`config.mk`:
```
export PLATFORM = sky130hd
export DESIGN_NAME = mtg_front
export DESIGN_NICKNAME = d
export VERILOG_FILES = /design/src/rtl/mtg_pkg.sv /design/src/rtl/mtg_front.sv
export SDC_FILE = /design/constraint.sdc
export NUM_CORES = 1
export LEC_CHECK = 0
export BUFFER_PORTS_ARGS = -buffer_cell sky130_fd_sc_hd__buf_2
export CAP_MARGIN = 20
export CORE_MARGIN = 1
export CORE_UTILIZATION = 43
export DETAILED_ROUTE_END_ITERATION = 10
export PLACE_DENSITY_LB_ADDON = 0.3
export SYNTH_ARGS = -nofsm -noshare
export SYNTH_HDL_FRONTEND = slang
export SYNTH_SLANG_ARGS = --single-unit
export TNS_END_PERCENT = 50
```
`constraint.sdc`:
```
create_clock -name i_clk -period 1.2 [get_ports i_clk]
set_clock_uncertainty 0.1 [all_clocks]
set_input_delay 0.06 -clock i_clk [delete_from_list [all_inputs] [get_ports i_clk]]
set_output_delay 0.06 -clock i_clk [all_outputs]
set_load 0.02 [all_outputs]
```
`src/rtl/mtg_pkg.sv`:
```
// Shared types and constants of the MT19937 generator.
package mtg_pkg;

    localparam int WORD_W       = 32;
    localparam int STATE_WORDS  = 624;
    localparam int TWIST_OFFSET = 397;
    localparam int IDX_W        = 10;

    localparam logic [WORD_W-1:0] MATRIX_WORD  = 32'h9908_b0df;
    localparam logic [WORD_W-1:0] HIGH_BIT     = 32'h8000_0000;
    localparam logic [WORD_W-1:0] LOW_BITS     = 32'h7fff_ffff;
    localparam logic [WORD_W-1:0] INIT_MULT    = 32'd1812433253;
    localparam logic [WORD_W-1:0] TEMPER_B     = 32'h9d2c_5680;
    localparam logic [WORD_W-1:0] TEMPER_C     = 32'hefc6_0000;
    localparam logic [WORD_W-1:0] DEFAULT_SEED = 32'd5489;

    // Configuration port: one register, selected by address bit 2.
    localparam int           PADDR_W  = 3;
    localparam logic [0:0]   REG_SEED = 1'b0;

    // A queued request as the engine sees it.
    typedef struct packed {
        logic              do_init;
        logic [WORD_W-1:0] seed;
    } t_cmd;

    typedef struct packed {
        logic idle;
    } t_eng_status;

    typedef enum logic [2:0] {
        ENG_IDLE,
        ENG_INIT,
        ENG_TW_PRIME,
        ENG_TW_LOAD,
        ENG_TW_RD,
        ENG_TW_WR,
        ENG_RD_ISSUE,
        ENG_RD_DATA
    } t_eng_state;

endpackage

```
`src/rtl/mtg_front.sv`:
```
// Front end: seed register, configuration port and request classification.
module mtg_front (
    input  logic                       i_clk,
    input  logic                       i_rst_n,
    input  logic                       psel,
    input  logic                       penable,
    input  logic                       pwrite,
    input  logic [mtg_pkg::PADDR_W-1:0] paddr,
    input  logic [31:0]                pwdata,
    output logic [31:0]                prdata,
    output logic                       pready,
    input  logic                       i_push,
    input  logic                       i_restart,
    input  logic                       i_q_full,
    output logic                       o_q_push,
    output mtg_pkg::t_cmd              o_cmd
);

    logic [mtg_pkg::WORD_W-1:0] r_seed;
    logic                       r_inited;
    logic                       w_sel_seed;

    assign w_sel_seed = (paddr[mtg_pkg::PADDR_W-1:2] == mtg_pkg::REG_SEED);
    assign pready     = 1'b1;
    assign prdata     = w_sel_seed ? r_seed : '0;

    always_ff @(posedge i_clk) begin
        if (!i_rst_n) begin
            r_seed <= mtg_pkg::DEFAULT_SEED;
        end else if (psel && penable && pwrite && w_sel_seed) begin
            r_seed <= pwdata;
        end
    end

    // Every request leaves the state initialised, so the flag sets on the first one.
    always_ff @(posedge i_clk) begin
        if (!i_rst_n) begin
            r_inited <= 1'b0;
        end else if (o_q_push) begin
            r_inited <= 1'b1;
        end
    end

    assign o_q_push      = i_push && !i_q_full;
    assign o_cmd.do_init = i_restart || !r_inited;
    assign o_cmd.seed    = i_restart ? r_seed : mtg_pkg::DEFAULT_SEED;

endmodule

```
**After elaboration in Yosys (flattened, before gate mapping)**

Cells that the tools add are included.

- Register bits after elaboration: 33
- Input bits: 43
- Output and inout bits: 67

- Muxes and demuxes: 2
- Bitwise gates (word level): 1
- Reductions and logical operators: 7

Operators by type and width:

| operator | number |
|---|---|
| 2-to-1 mux 32 bit | 2 |
| logical AND 1 bit | 4 |
| zero test 1 bit | 2 |
| logical OR 1 bit | 1 |
| NOT 1 bit | 1 |

**Logic depth before layout (Yosys ltp)**

- Word-level depth: 3
- Mapped depth: 4
- Gate-level depth less buffers: 2

**Least setup slack after synthesis**

Ideal clock, no wire load.

- Kind: input-to-reg
- Start point: in paddr[2] (netlist bit)
- End point: reg r_seed[0] (netlist bit)
- Library setup time: 0.072 ns
- Arrival: 0.729 ns
- Data required time: 1.028 ns
- Path slack: 0.300 ns
- Stages: 4
- Cell sequence: and4b_1 buf_6 buf_12 mux2i_1

- Longest elaborated chain between the ends: 2

RTL lines:

| element | line | source |
|---|---|---|
| start, declared | mtg_front.sv:8 | `input logic [mtg_pkg::PADDR_W-1:0] paddr,` |
| NOT 1 bit | mtg_front.sv:23 | `assign w_sel_seed = (paddr[mtg_pkg::PADDR_W-1:2] == mtg_pkg::REG_SEED);` |
| logical AND 1 bit | mtg_front.sv:30 | `end else if (psel && penable && pwrite && w_sel_seed) begin` |
| end signal, assigned | mtg_front.sv:29 | `r_seed <= mtg_pkg::DEFAULT_SEED;` |
| end signal, assigned | mtg_front.sv:31 | `r_seed <= pwdata;` |
| end, declared | mtg_front.sv:19 | `logic [mtg_pkg::WORD_W-1:0] r_seed;` |

Every way passes these cells.
A chain may end at the register's enable or synchronous reset.

**Worst setup path in the final report**

- Start point: reg r_seed[21] (netlist bit)
- End point: out prdata[21]

- Longest elaborated chain between the ends: 1

RTL lines:

| element | line | source |
|---|---|---|
| 2-to-1 mux 32 bit | mtg_front.sv:25 | `assign prdata = w_sel_seed ? r_seed : '0;` |
| end, declared | mtg_front.sv:10 | `output logic [31:0] prdata,` |

Every way passes these cells.

==> reports/metrics.yaml <==
outcome:
  outcome: "complete, no violations"
power_and_ir_drop:
  leakage_nw: 1.30
  power_mw: 2.34
  power_frac_clock_pct: 33.4
  p_int_mw: 1.75
  p_comb_share_pct: 18.0
  p_seq_share_pct: 48.6
  switching_power_uw: 591
  vdd_ir_drop_max_v: 0.000506
  power_density_nw_per_um2: 848
  switching_share_pct: 25.2
synth:
  synth-seq-area-share_pct: 36.2
  synth_cell_type_count: 15
  yosysMostFrequentCell: "nand2_1"
  ys_top_cells_by_count: "nand2_1 (50), nor2b_1 (45), dfxtp_1 (33)"
  yosys.area.top_type: "dfxtp_1"
  synthFlopType: "dfxtp_1"
  ys_ff_latch: 33
  synth_area_leaders: "dfxtp_1 (36%), mux2i_1 (18%), nor2b_1 (15%)"
  synth_area_um2: 1820
  avgSynthCellArea_um2: 8.45
  async_flop_share_pct: 0
  syn-instance-count: 216
  synth_warnings: 0
  yosysTopAreaCellShare_pct: 36.2
  syn-num-nets: 259
  synth_edf_count: 0
clock_tree:
  cts.sinks: 33
  cts_tree: "yes"
  cts.root.buffer_cell: "clkbuf_8"
  clockBufferDepth: 2
  clkTransAtPathRegs_ps: 70
  cts_made_buffers: 5
  htree_num_levels: 2
  worstSkewPairLatency_ps: 270
  post_cts_buffers: 0
drt:
  wl_per_cell_um: 11.0
  drc: 0
  drtIter0Drc: 95
  firstDrtPassIters: 4
  routed_wl_um: 4360
  via_per_inst: 4.59
  ant_nets: 0
  vias: 1826
place:
  port_buffers: 106
  placed_cells: 358
  place_ws_ps: 107
  post-dp-hpwl_um: 2740
  gp_congestion: 0.704
setup_path:
  cp-endpoint: "prdata[21]"
  cp.arrival_ps: 1000
  rr_endpoint: "r_seed[10]"
  r2r-start: "r_seed[10]"
  cp_max_fo: 3
  r2r_cells: 2
  required_ps: 1040
  end_kind: "output pin"
  cp-start-kind: "register"
  crit_path_start: "r_seed[21]"
  rrSetupSlack_ps: 480
  critPathKind: "register to output pin"
cells_and_area:
  final_nets: 390
  drive_gt1_share_pct: 33.9
  diodes: 0
  fin_cells: 398
  area_delta_synth_final_pct: 51.3
sta:
  hold_violations: 0
  setup_viol: 0
  setup_tns_ps: 0
  finalCritPeriodShare_pct: 96.6
  finalMaxSlewViolations: 0
  layout_setup_ws_ps: 41.1
  fmax_mhz: 863
  hold_ws_ps: 20.2
  rsz0062_at_grt: "no"
  fin_crit_ps: 1160
grt:
  grt-ovfl-total: 0
  grt_use_total_pct: 19.5
  grt_max_degree: 66
  grt_pass1_wl_um: 6620
  grt_pass1_vias: 1564
  antenna_found_initial: 0
floorplan:
  row_count: 23
  ios: 110
  core_region_area_um2: 4030
  initial_core_util_pct: 45.3
  dieArea_um2: 4510
  die_h_um: 67.1
  die_x_um: 67.1
min_path:
  hp-class: "primary input to register"
run:
  cap_viol_max_count: 0
-- cells in the final DEF (no fill, tap or decap), drive strengths merged --
cell	instances
and2	25
and2b	2
and4b	1
buf	110
clkbuf	8
conb	1
dfxtp	33
dlygate4sd3	32
mux2i	32
nand2	50
nand2b	8
nor2b	45
o21a	1
-- worst min-delay path by stage --
stage / startpoint / depth (start not counted) / end
global placement: pwdata[25] / 3 / r_seed[25]
finish: i_q_full / 3 / r_inited
detailed placement: pwdata[30] / 3 / r_seed[30]
global route: i_q_full / 3 / r_inited
floorplan: pwdata[11] / 2 / r_seed[11]
CTS: i_q_full / 3 / r_inited
-- layout make-up --
type | instances | area (µm²)
fillers | 343 | 1270
multi-input cells | 165 | 1040
repair buffers | 142 | 921
flip-flops and latches | 33 | 661
clock buffers | 8 | 80.1
well taps | 50 | 62.6
-- metrics by stage --
stage | instance area (µm²) | utilization [%]
after floorplan | 1820 | -
after global placement | 2360 | 58.5
after detailed placement | 2360 | 58.5
after CTS | 2760 | 68.4
after global routing | 2760 | 68.5
final | 2760 | 68.5
-- cell families (layout without fill, tap and decap cells) --
group	count (synthesis)	after routing	share of synthesized area [%]
AND/OR/NAND/NOR	131	131	38.5
flip-flops	33	33	36.2
multiplexers	32	32	17.6
buffers and inverters	18	150	7.06
other	1	1	0.206
AO/OA/AOI/OAI	1	1	0.412
-- flip-flops by register name, summed over array words and instances, names as in the netlist --
| signal | cells |
|---|---|
| r_inited | 1 |
| r_seed | 32 |
-- worst max-delay path, stage by stage (launching register included) --
cell	delay, ps
dfxtp_1	360
nor2b_1	170
buf_2	190
-- routing by layer --
| layer | track usage, % | vias to the layer above | wire length (µm) |
|---|---|---|---|
| met5 | 0 | - | 0 |
| met4 | 7.18 | 0 | 62 |
| met3 | 4.56 | 8 | 261 |
| met2 | 35.1 | 74 | 2120 |
| met1 | 22.1 | 809 | 1920 |
| li1 | - | 935 | - |
-- timing repair --
| action | 4_1_cts | 5_1_grt |
|---|---|---|
| resized for setup | 0 | 1 |
| setup endpoints to repair | 0 | 1 |
| hold buffers | 32 | 0 |
| endpoints found under the hold margin | 32 | 0 |
-- power by group through the flow --
stage / logic [mW] / registers [mW] / clock network (mW)
5_1_grt: 0.462 / 1.14 / 0.853
3_3_place_gp: 0.334 / 1.16 / 0
6_report: 0.420 / 1.14 / 0.783
4_1_cts: 0.420 / 1.14 / 0.801
2_1_floorplan: 0.219 / 1.16 / 0
3_5_place_dp: 0.340 / 1.16 / 0
No activity file was read; power rests on OpenSTA's default activity.
