$ cat src/rtl/mtg_pkg.sv
// Shared types and constants of the MT19937 generator.
package mtg_pkg;

    localparam int WORD_W       = 32;
    localparam int STATE_WORDS  = 624;
    localparam int TWIST_OFFSET = 397;
    localparam int IDX_W        = 10;

    localparam logic [WORD_W-1:0] MATRIX_WORD  = 32'h9908_b0df;
    localparam logic [WORD_W-1:0] HIGH_BIT     = 32'h8000_0000;
    localparam logic [WORD_W-1:0] LOW_BITS     = 32'h7fff_ffff;
    localparam logic [WORD_W-1:0] INIT_MULT    = 32'd1812433253;
    localparam logic [WORD_W-1:0] TEMPER_B     = 32'h9d2c_5680;
    localparam logic [WORD_W-1:0] TEMPER_C     = 32'hefc6_0000;
    localparam logic [WORD_W-1:0] DEFAULT_SEED = 32'd5489;

    // Configuration port: one register, selected by address bit 2.
    localparam int           PADDR_W  = 3;
    localparam logic [0:0]   REG_SEED = 1'b0;

    // A queued request as the engine sees it.
    typedef struct packed {
        logic              do_init;
        logic [WORD_W-1:0] seed;
    } t_cmd;

    typedef struct packed {
        logic idle;
    } t_eng_status;

    typedef enum logic [2:0] {
        ENG_IDLE,
        ENG_INIT,
        ENG_TW_PRIME,
        ENG_TW_LOAD,
        ENG_TW_RD,
        ENG_TW_WR,
        ENG_RD_ISSUE,
        ENG_RD_DATA
    } t_eng_state;

endpackage

$ cat src/rtl/mtg_cmd_fifo.sv
// Short request queue between the front end and the engine.
module mtg_cmd_fifo #(
    parameter int DEPTH = 2
) (
    input  logic          i_clk,
    input  logic          i_rst_n,
    input  logic          i_push,
    input  mtg_pkg::t_cmd i_data,
    output logic          o_full,
    input  logic          i_pop,
    output logic          o_valid,
    output mtg_pkg::t_cmd o_data
);

    localparam int PTR_W = (DEPTH > 1) ? $clog2(DEPTH) : 1;
    localparam int CNT_W = $clog2(DEPTH + 1);
    localparam logic [PTR_W-1:0] LAST_PTR = PTR_W'(DEPTH - 1);

    mtg_pkg::t_cmd    r_slots [DEPTH];
    logic [PTR_W-1:0] r_wr_ptr;
    logic [PTR_W-1:0] r_rd_ptr;
    logic [CNT_W-1:0] r_count;
    logic             w_push;
    logic             w_pop;

    assign o_full  = (r_count == CNT_W'(DEPTH));
    assign o_valid = (r_count != '0);
    assign o_data  = r_slots[r_rd_ptr];
    assign w_push  = i_push && !o_full;
    assign w_pop   = i_pop && o_valid;

    always_ff @(posedge i_clk) begin
        if (w_push) begin
            r_slots[r_wr_ptr] <= i_data;
        end
    end

    always_ff @(posedge i_clk) begin
        if (!i_rst_n) begin
            r_wr_ptr <= '0;
            r_rd_ptr <= '0;
            r_count  <= '0;
        end else begin
            if (w_push) begin
                r_wr_ptr <= (r_wr_ptr == LAST_PTR) ? '0 : r_wr_ptr + 1'b1;
            end
            if (w_pop) begin
                r_rd_ptr <= (r_rd_ptr == LAST_PTR) ? '0 : r_rd_ptr + 1'b1;
            end
            if (w_push && !w_pop) begin
                r_count <= r_count + 1'b1;
            end else if (w_pop && !w_push) begin
                r_count <= r_count - 1'b1;
            end
        end
    end

endmodule

$ cat config.mk
export PLATFORM = sky130hd
export DESIGN_NAME = mtg_cmd_fifo
export DESIGN_NICKNAME = d
export VERILOG_FILES = /design/src/rtl/mtg_pkg.sv /design/src/rtl/mtg_cmd_fifo.sv
export SDC_FILE = /design/constraint.sdc
export NUM_CORES = 1
export LEC_CHECK = 0
export ABC_AREA = 1
export ABC_CLOCK_PERIOD_IN_PS = 4000
export BUFFER_PORTS_ARGS = -buffer_cell sky130_fd_sc_hd__buf_2
export CAP_MARGIN = 10
export CORE_MARGIN = 5
export CORE_UTILIZATION = 40
export CTS_BUF_LIST = sky130_fd_sc_hd__clkbuf_16
export DETAILED_ROUTE_END_ITERATION = 10
export GPL_TIMING_DRIVEN = 0
export HOLD_SLACK_MARGIN = 0.05
export PLACE_DENSITY = 0.59
export SYNTH_ARGS = -nofsm -noshare
export SYNTH_HDL_FRONTEND = slang
export SYNTH_SLANG_ARGS = --single-unit
$ cat constraint.sdc
create_clock -name i_clk -period 4 [get_ports i_clk]
set_input_delay 0.4 -clock i_clk [delete_from_list [all_inputs] [get_ports i_clk]]
set_output_delay 0.4 -clock i_clk [all_outputs]
set_load 0.05 [all_outputs]
Yosys cells after proc, flatten, opt, wreduce, memory -nomap -nowiden
Memories as Yosys holds them, arrays and structs flattened. A register that Yosys moved wholly into a read port is not among the register bits.
Cells that the tools add are included.
{"block": "word_totals", "wordCells": 26, "output_inout_bits": 35, "register_bits": 4, "memories": 1, "inputBits": 37, "ramBits": 66}
{"memory": "r_slots", "depth": 2, "width": 33, "rd": 1, "rd_clocked_by_memory_dff": 1, "wr": 1, "line": "mtg_cmd_fifo.sv:19", "text": "mtg_pkg::t_cmd r_slots [DEPTH];"}
{"block": "classes", "addsub": 4, "muxes": 8, "reduce_logical": 9, "n_eq_ne": 1}
{"cell": "1-bit 2-to-1 mux", "count": 6}
{"cell": "1-bit logical AND", "count": 4}
{"cell": "2-bit 2-to-1 mux", "count": 2}
{"cell": "2-bit nonzero test", "count": 2}
{"cell": "1-bit logical NOT", "count": 3}
{"cell": "1-bit adder (second input constant)", "count": 2}
{"cell": "2-bit by 1-bit adder with 2-bit output (second input constant)", "count": 1}
{"cell": "2-bit equality test (second input constant)", "count": 1}
{"cell": "2-bit by 1-bit subtractor with 2-bit output (second input constant)", "count": 1}

Logic depth before layout (Yosys ltp)
{"block": "logic_depth", "word_depth": 7, "depth_mapped": 10}

Worst setup path after synthesis
Ideal clock, no wire load.
{"block": "synth_timing", "kind": "reg2reg", "from": "register r_count[1]", "to": "memory r_slots[1][0] in the netlist's numbering, enable pin", "path_stages_with_launch": 4, "t_arrival_ns": 1.886, "setup_ns": 0.423, "path_slack_ns": 1.691, "path_cell_list": "dfxtp_1 > inv_1 > o21ai_2 > nor2_1"}
{"block": "synth_via", "elab_chain_len": 5}
{"element": "from (decl)", "line": "mtg_cmd_fifo.sv:22", "text": "logic [CNT_W-1:0] r_count;"}
{"element": "from (signal assigned)", "line": "mtg_cmd_fifo.sv:51", "text": "r_count <= r_count + 1'b1;"}
{"element": "from (signal assigned)", "line": "mtg_cmd_fifo.sv:53", "text": "r_count <= r_count - 1'b1;"}
{"element": "2-bit equality test", "line": "mtg_cmd_fifo.sv:26", "text": "assign o_full = (r_count == CNT_W'(DEPTH));"}
{"element": "1-bit logical NOT", "line": "mtg_cmd_fifo.sv:29", "text": "assign w_push = i_push && !o_full;"}
{"element": "1-bit logical AND", "line": "mtg_cmd_fifo.sv:29"}
{"element": "1-bit 2-to-1 mux", "line": "mtg_cmd_fifo.sv:33", "text": "if (w_push) begin"}
{"element": "1-bit 2-to-1 mux (implied by the code)", "line": "mtg_cmd_fifo.sv:34", "text": "r_slots[r_wr_ptr] <= i_data;"}
{"element": "to (decl)", "line": "mtg_cmd_fifo.sv:19"}
Every way passes these cells.

==> results_dict.tcl <==
set metrics [dict create \
    core_sq_um 6790 \
    hold_viol 0 \
    worst_pin_slew_ns 0.533 \
    worst_hold_startpoint "i_data[26]" \
    r2r_cells 3 \
    crit_arrival_ns 1.46 \
    critPathMaxFanout 10 \
    r2r_start "r_count[0]" \
    syn_area_sq_um 2780 \
    grt_pass1_wl_um 7240 \
    yosys-mux-area-fraction_pct 17.4 \
    dp.cells 309 \
    power_density_nw_per_um2 733 \
    cts_tree "done" \
    peakVddDrop_mv 0.344 \
    wl_per_cell_um 14.1 \
    synthTopCellsByArea "edfxtp_1 71%, mux2_4 16%, dfxtp_1 3.6%" \
    setup_tns_ns 0 \
    dieWidth_um 93.4 \
    outcome "finished clean" \
    final_nets 262 \
    track_usage_pct 11.2 \
    placed_area_sq_um 3330 \
    ff2ff_setup_slack_ns 2.46 \
    synth_xor_area_share_pct 0 \
    cts_buffer_depth 2 \
    antenna_found_initial 0 \
    drt_pass1_iterations 4 \
    vias 1411 \
    maxSlewViolCount 0 \
    root_buffer "clkbuf_16" \
    final_area_sq_um 3610 \
    cap_violations 0 \
    ios 72 \
    diodes 0 \
    clkTransAtPathRegs_ns 0.05 \
    synth-compound-area-share_pct 1.12 \
    end_kind "primary output" \
    post-dp-hpwl_um 3270 \
    ys_seq_elements 71 \
    cts_buffers 9 \
    cts.sinks 71 \
    area_delta_synth_final_pct 29.7 \
    syn_area_per_cell_sq_um 19.9 \
    fin_util_pct 53.1 \
    postCtsHoldBufs 0 \
    yosys.area.top_type "edfxtp_1" \
    drt-initial-drc-count 63 \
    worstPathRequired_ns 3.60 \
    max_freq_ghz 0.538 \
    viasPerCell 4.34 \
    cts.repair.resized 0 \
    clk_latency_ns 0.32 \
    gp_congestion 0.703 \
    pre_cts_slack_ns 2.39 \
    power_mw 2.65 \
    start_util_pct 41.0 \
    netlist_instances 140 \
    grt_max_degree 22 \
    cts_max_level 3 \
    ant_nets 0 \
    hold_end "r_slots[1][26]" \
    synth-seq-area-share_pct 74.8 \
    hold_slack_ns 0.269 \
    fin_cells 325 \
    cts_setup_buffers 0 \
    hp-class "in -> reg" \
    finClkSkew_ns 0.00394 \
    io_buffers 71 \
    drt-total-wl_um 4600 \
    synth_top_family_by_area "multiplexers" \
    core.rowCount 30 \
    synth_nets 178 \
    setup_viol 0 \
    period_share_pct 46.5 \
    netlist.area_leader.share_pct 71.2 \
    post-route-min-period_ns 1.86 \
    gr-total-overflow 0 \
    setup_ws_ns 2.14 \
    drc 0 \
    leakage_nw 1.46 \
    r2r_end "r_slots[1][19]" \
    die_h_um 93.4 \
    synth_fa_ha_area_share_pct 0.450 \
    min_delay_path_depth 1 \
    path_class "reg -> out" \
    grt_pass1_vias 1486 \
    synthSimpleGateAreaFrac_pct 2.56 \
    dieArea_sq_um 8720 \
    rsz0062_at_grt "no" \
    start_kind "flip-flop" \
    maxSlewHeadroom_pct 64.4 \
    drive_above_1_share_pct 55.0 \
    yosys_warnings 0 \
    synth.distinct_cells 16 \
]
## power by group
group | internal, mW | switching [mW]
clock network | 0.471 | 0.264
registers | 0.941 | 0.0331
logic | 0.319 | 0.618
total | 1.73 | 0.915
## synth_stat cells, drive strengths merged
cell / count
inv: 8
o21a: 1
nand2: 7
buf: 4
nand3: 1
nor2: 9
edfxtp: 66
nand4: 1
mux2: 33
o21ai: 3
ha: 1
dfxtp: 5
a21oi: 1
## critical path: stages, from the launching register on
cell and delay [ns]:
dfxtp_1 0.32, buf_6 0.15, buf_12 0.16, mux2_4 0.31, buf_2 0.21
## worst max path at each step
stage	start	to	slack [ns]
floorplan	r_count[1]	r_slots[1][0]	1.69
global placement	i_push	r_slots[0][6]	0.71
detailed placement	i_push	r_slots[1][32]	2.39
CTS	flip-flop	o_data[23]	2.12
global route	flip-flop	o_data[14]	2.09
finish	flip-flop	o_data[23]	2.14
## area by class of cell
class | instances | area [sq um]
inverter | 8 | 30.0
sequential | 71 | 2080
multi-input combinational | 57 | 614
tap | 96 | 120
clock buffer | 9 | 225
timing repair buffer | 73 | 410
fill | 552 | 3180
buffer | 4 | 71.3
clock inverter | 7 | 56.3
## registers in the layout (all words and copies together), names as in the netlist, named ones only
signal,cells
r_rd_ptr,1
r_count,2
r_slots,66
r_wr_ptr,1
## cells by family after synthesis
family                   count (synthesis)
flip-flops                              71
AO/OA/AOI/OAI                            5
adder cells (fa/ha/maj)                  1
AND/OR/NAND/NOR                         18
multiplexers                            33
buffers and inverters                   12
## routing by layer
| metal | GRT usage, % | wire length (um) | share of wire (%) |
|---|---|---|---|
| met1 | 12.8 | 1860 | 40 |
| met2 | 18.6 | 2330 | 51 |
| met3 | 3.46 | 310 | 6.7 |
| met4 | 6.23 | 101 | 2.2 |
| met5 | 0 | 0 | 0 |
## layout by cell type (no fill, tap or decap), drive strengths merged
cell type	n
edfxtp	66
a21oi	1
nand3	1
nand2	7
dfxtp	5
clkinv	4
nand4	1
nor2	9
bufinv	1
clkbuf	9
o21a	1
o21ai	3
buf	77
inv	10
mux2	33
ha	1
Note: power is estimated with default switching activity, not from simulation.
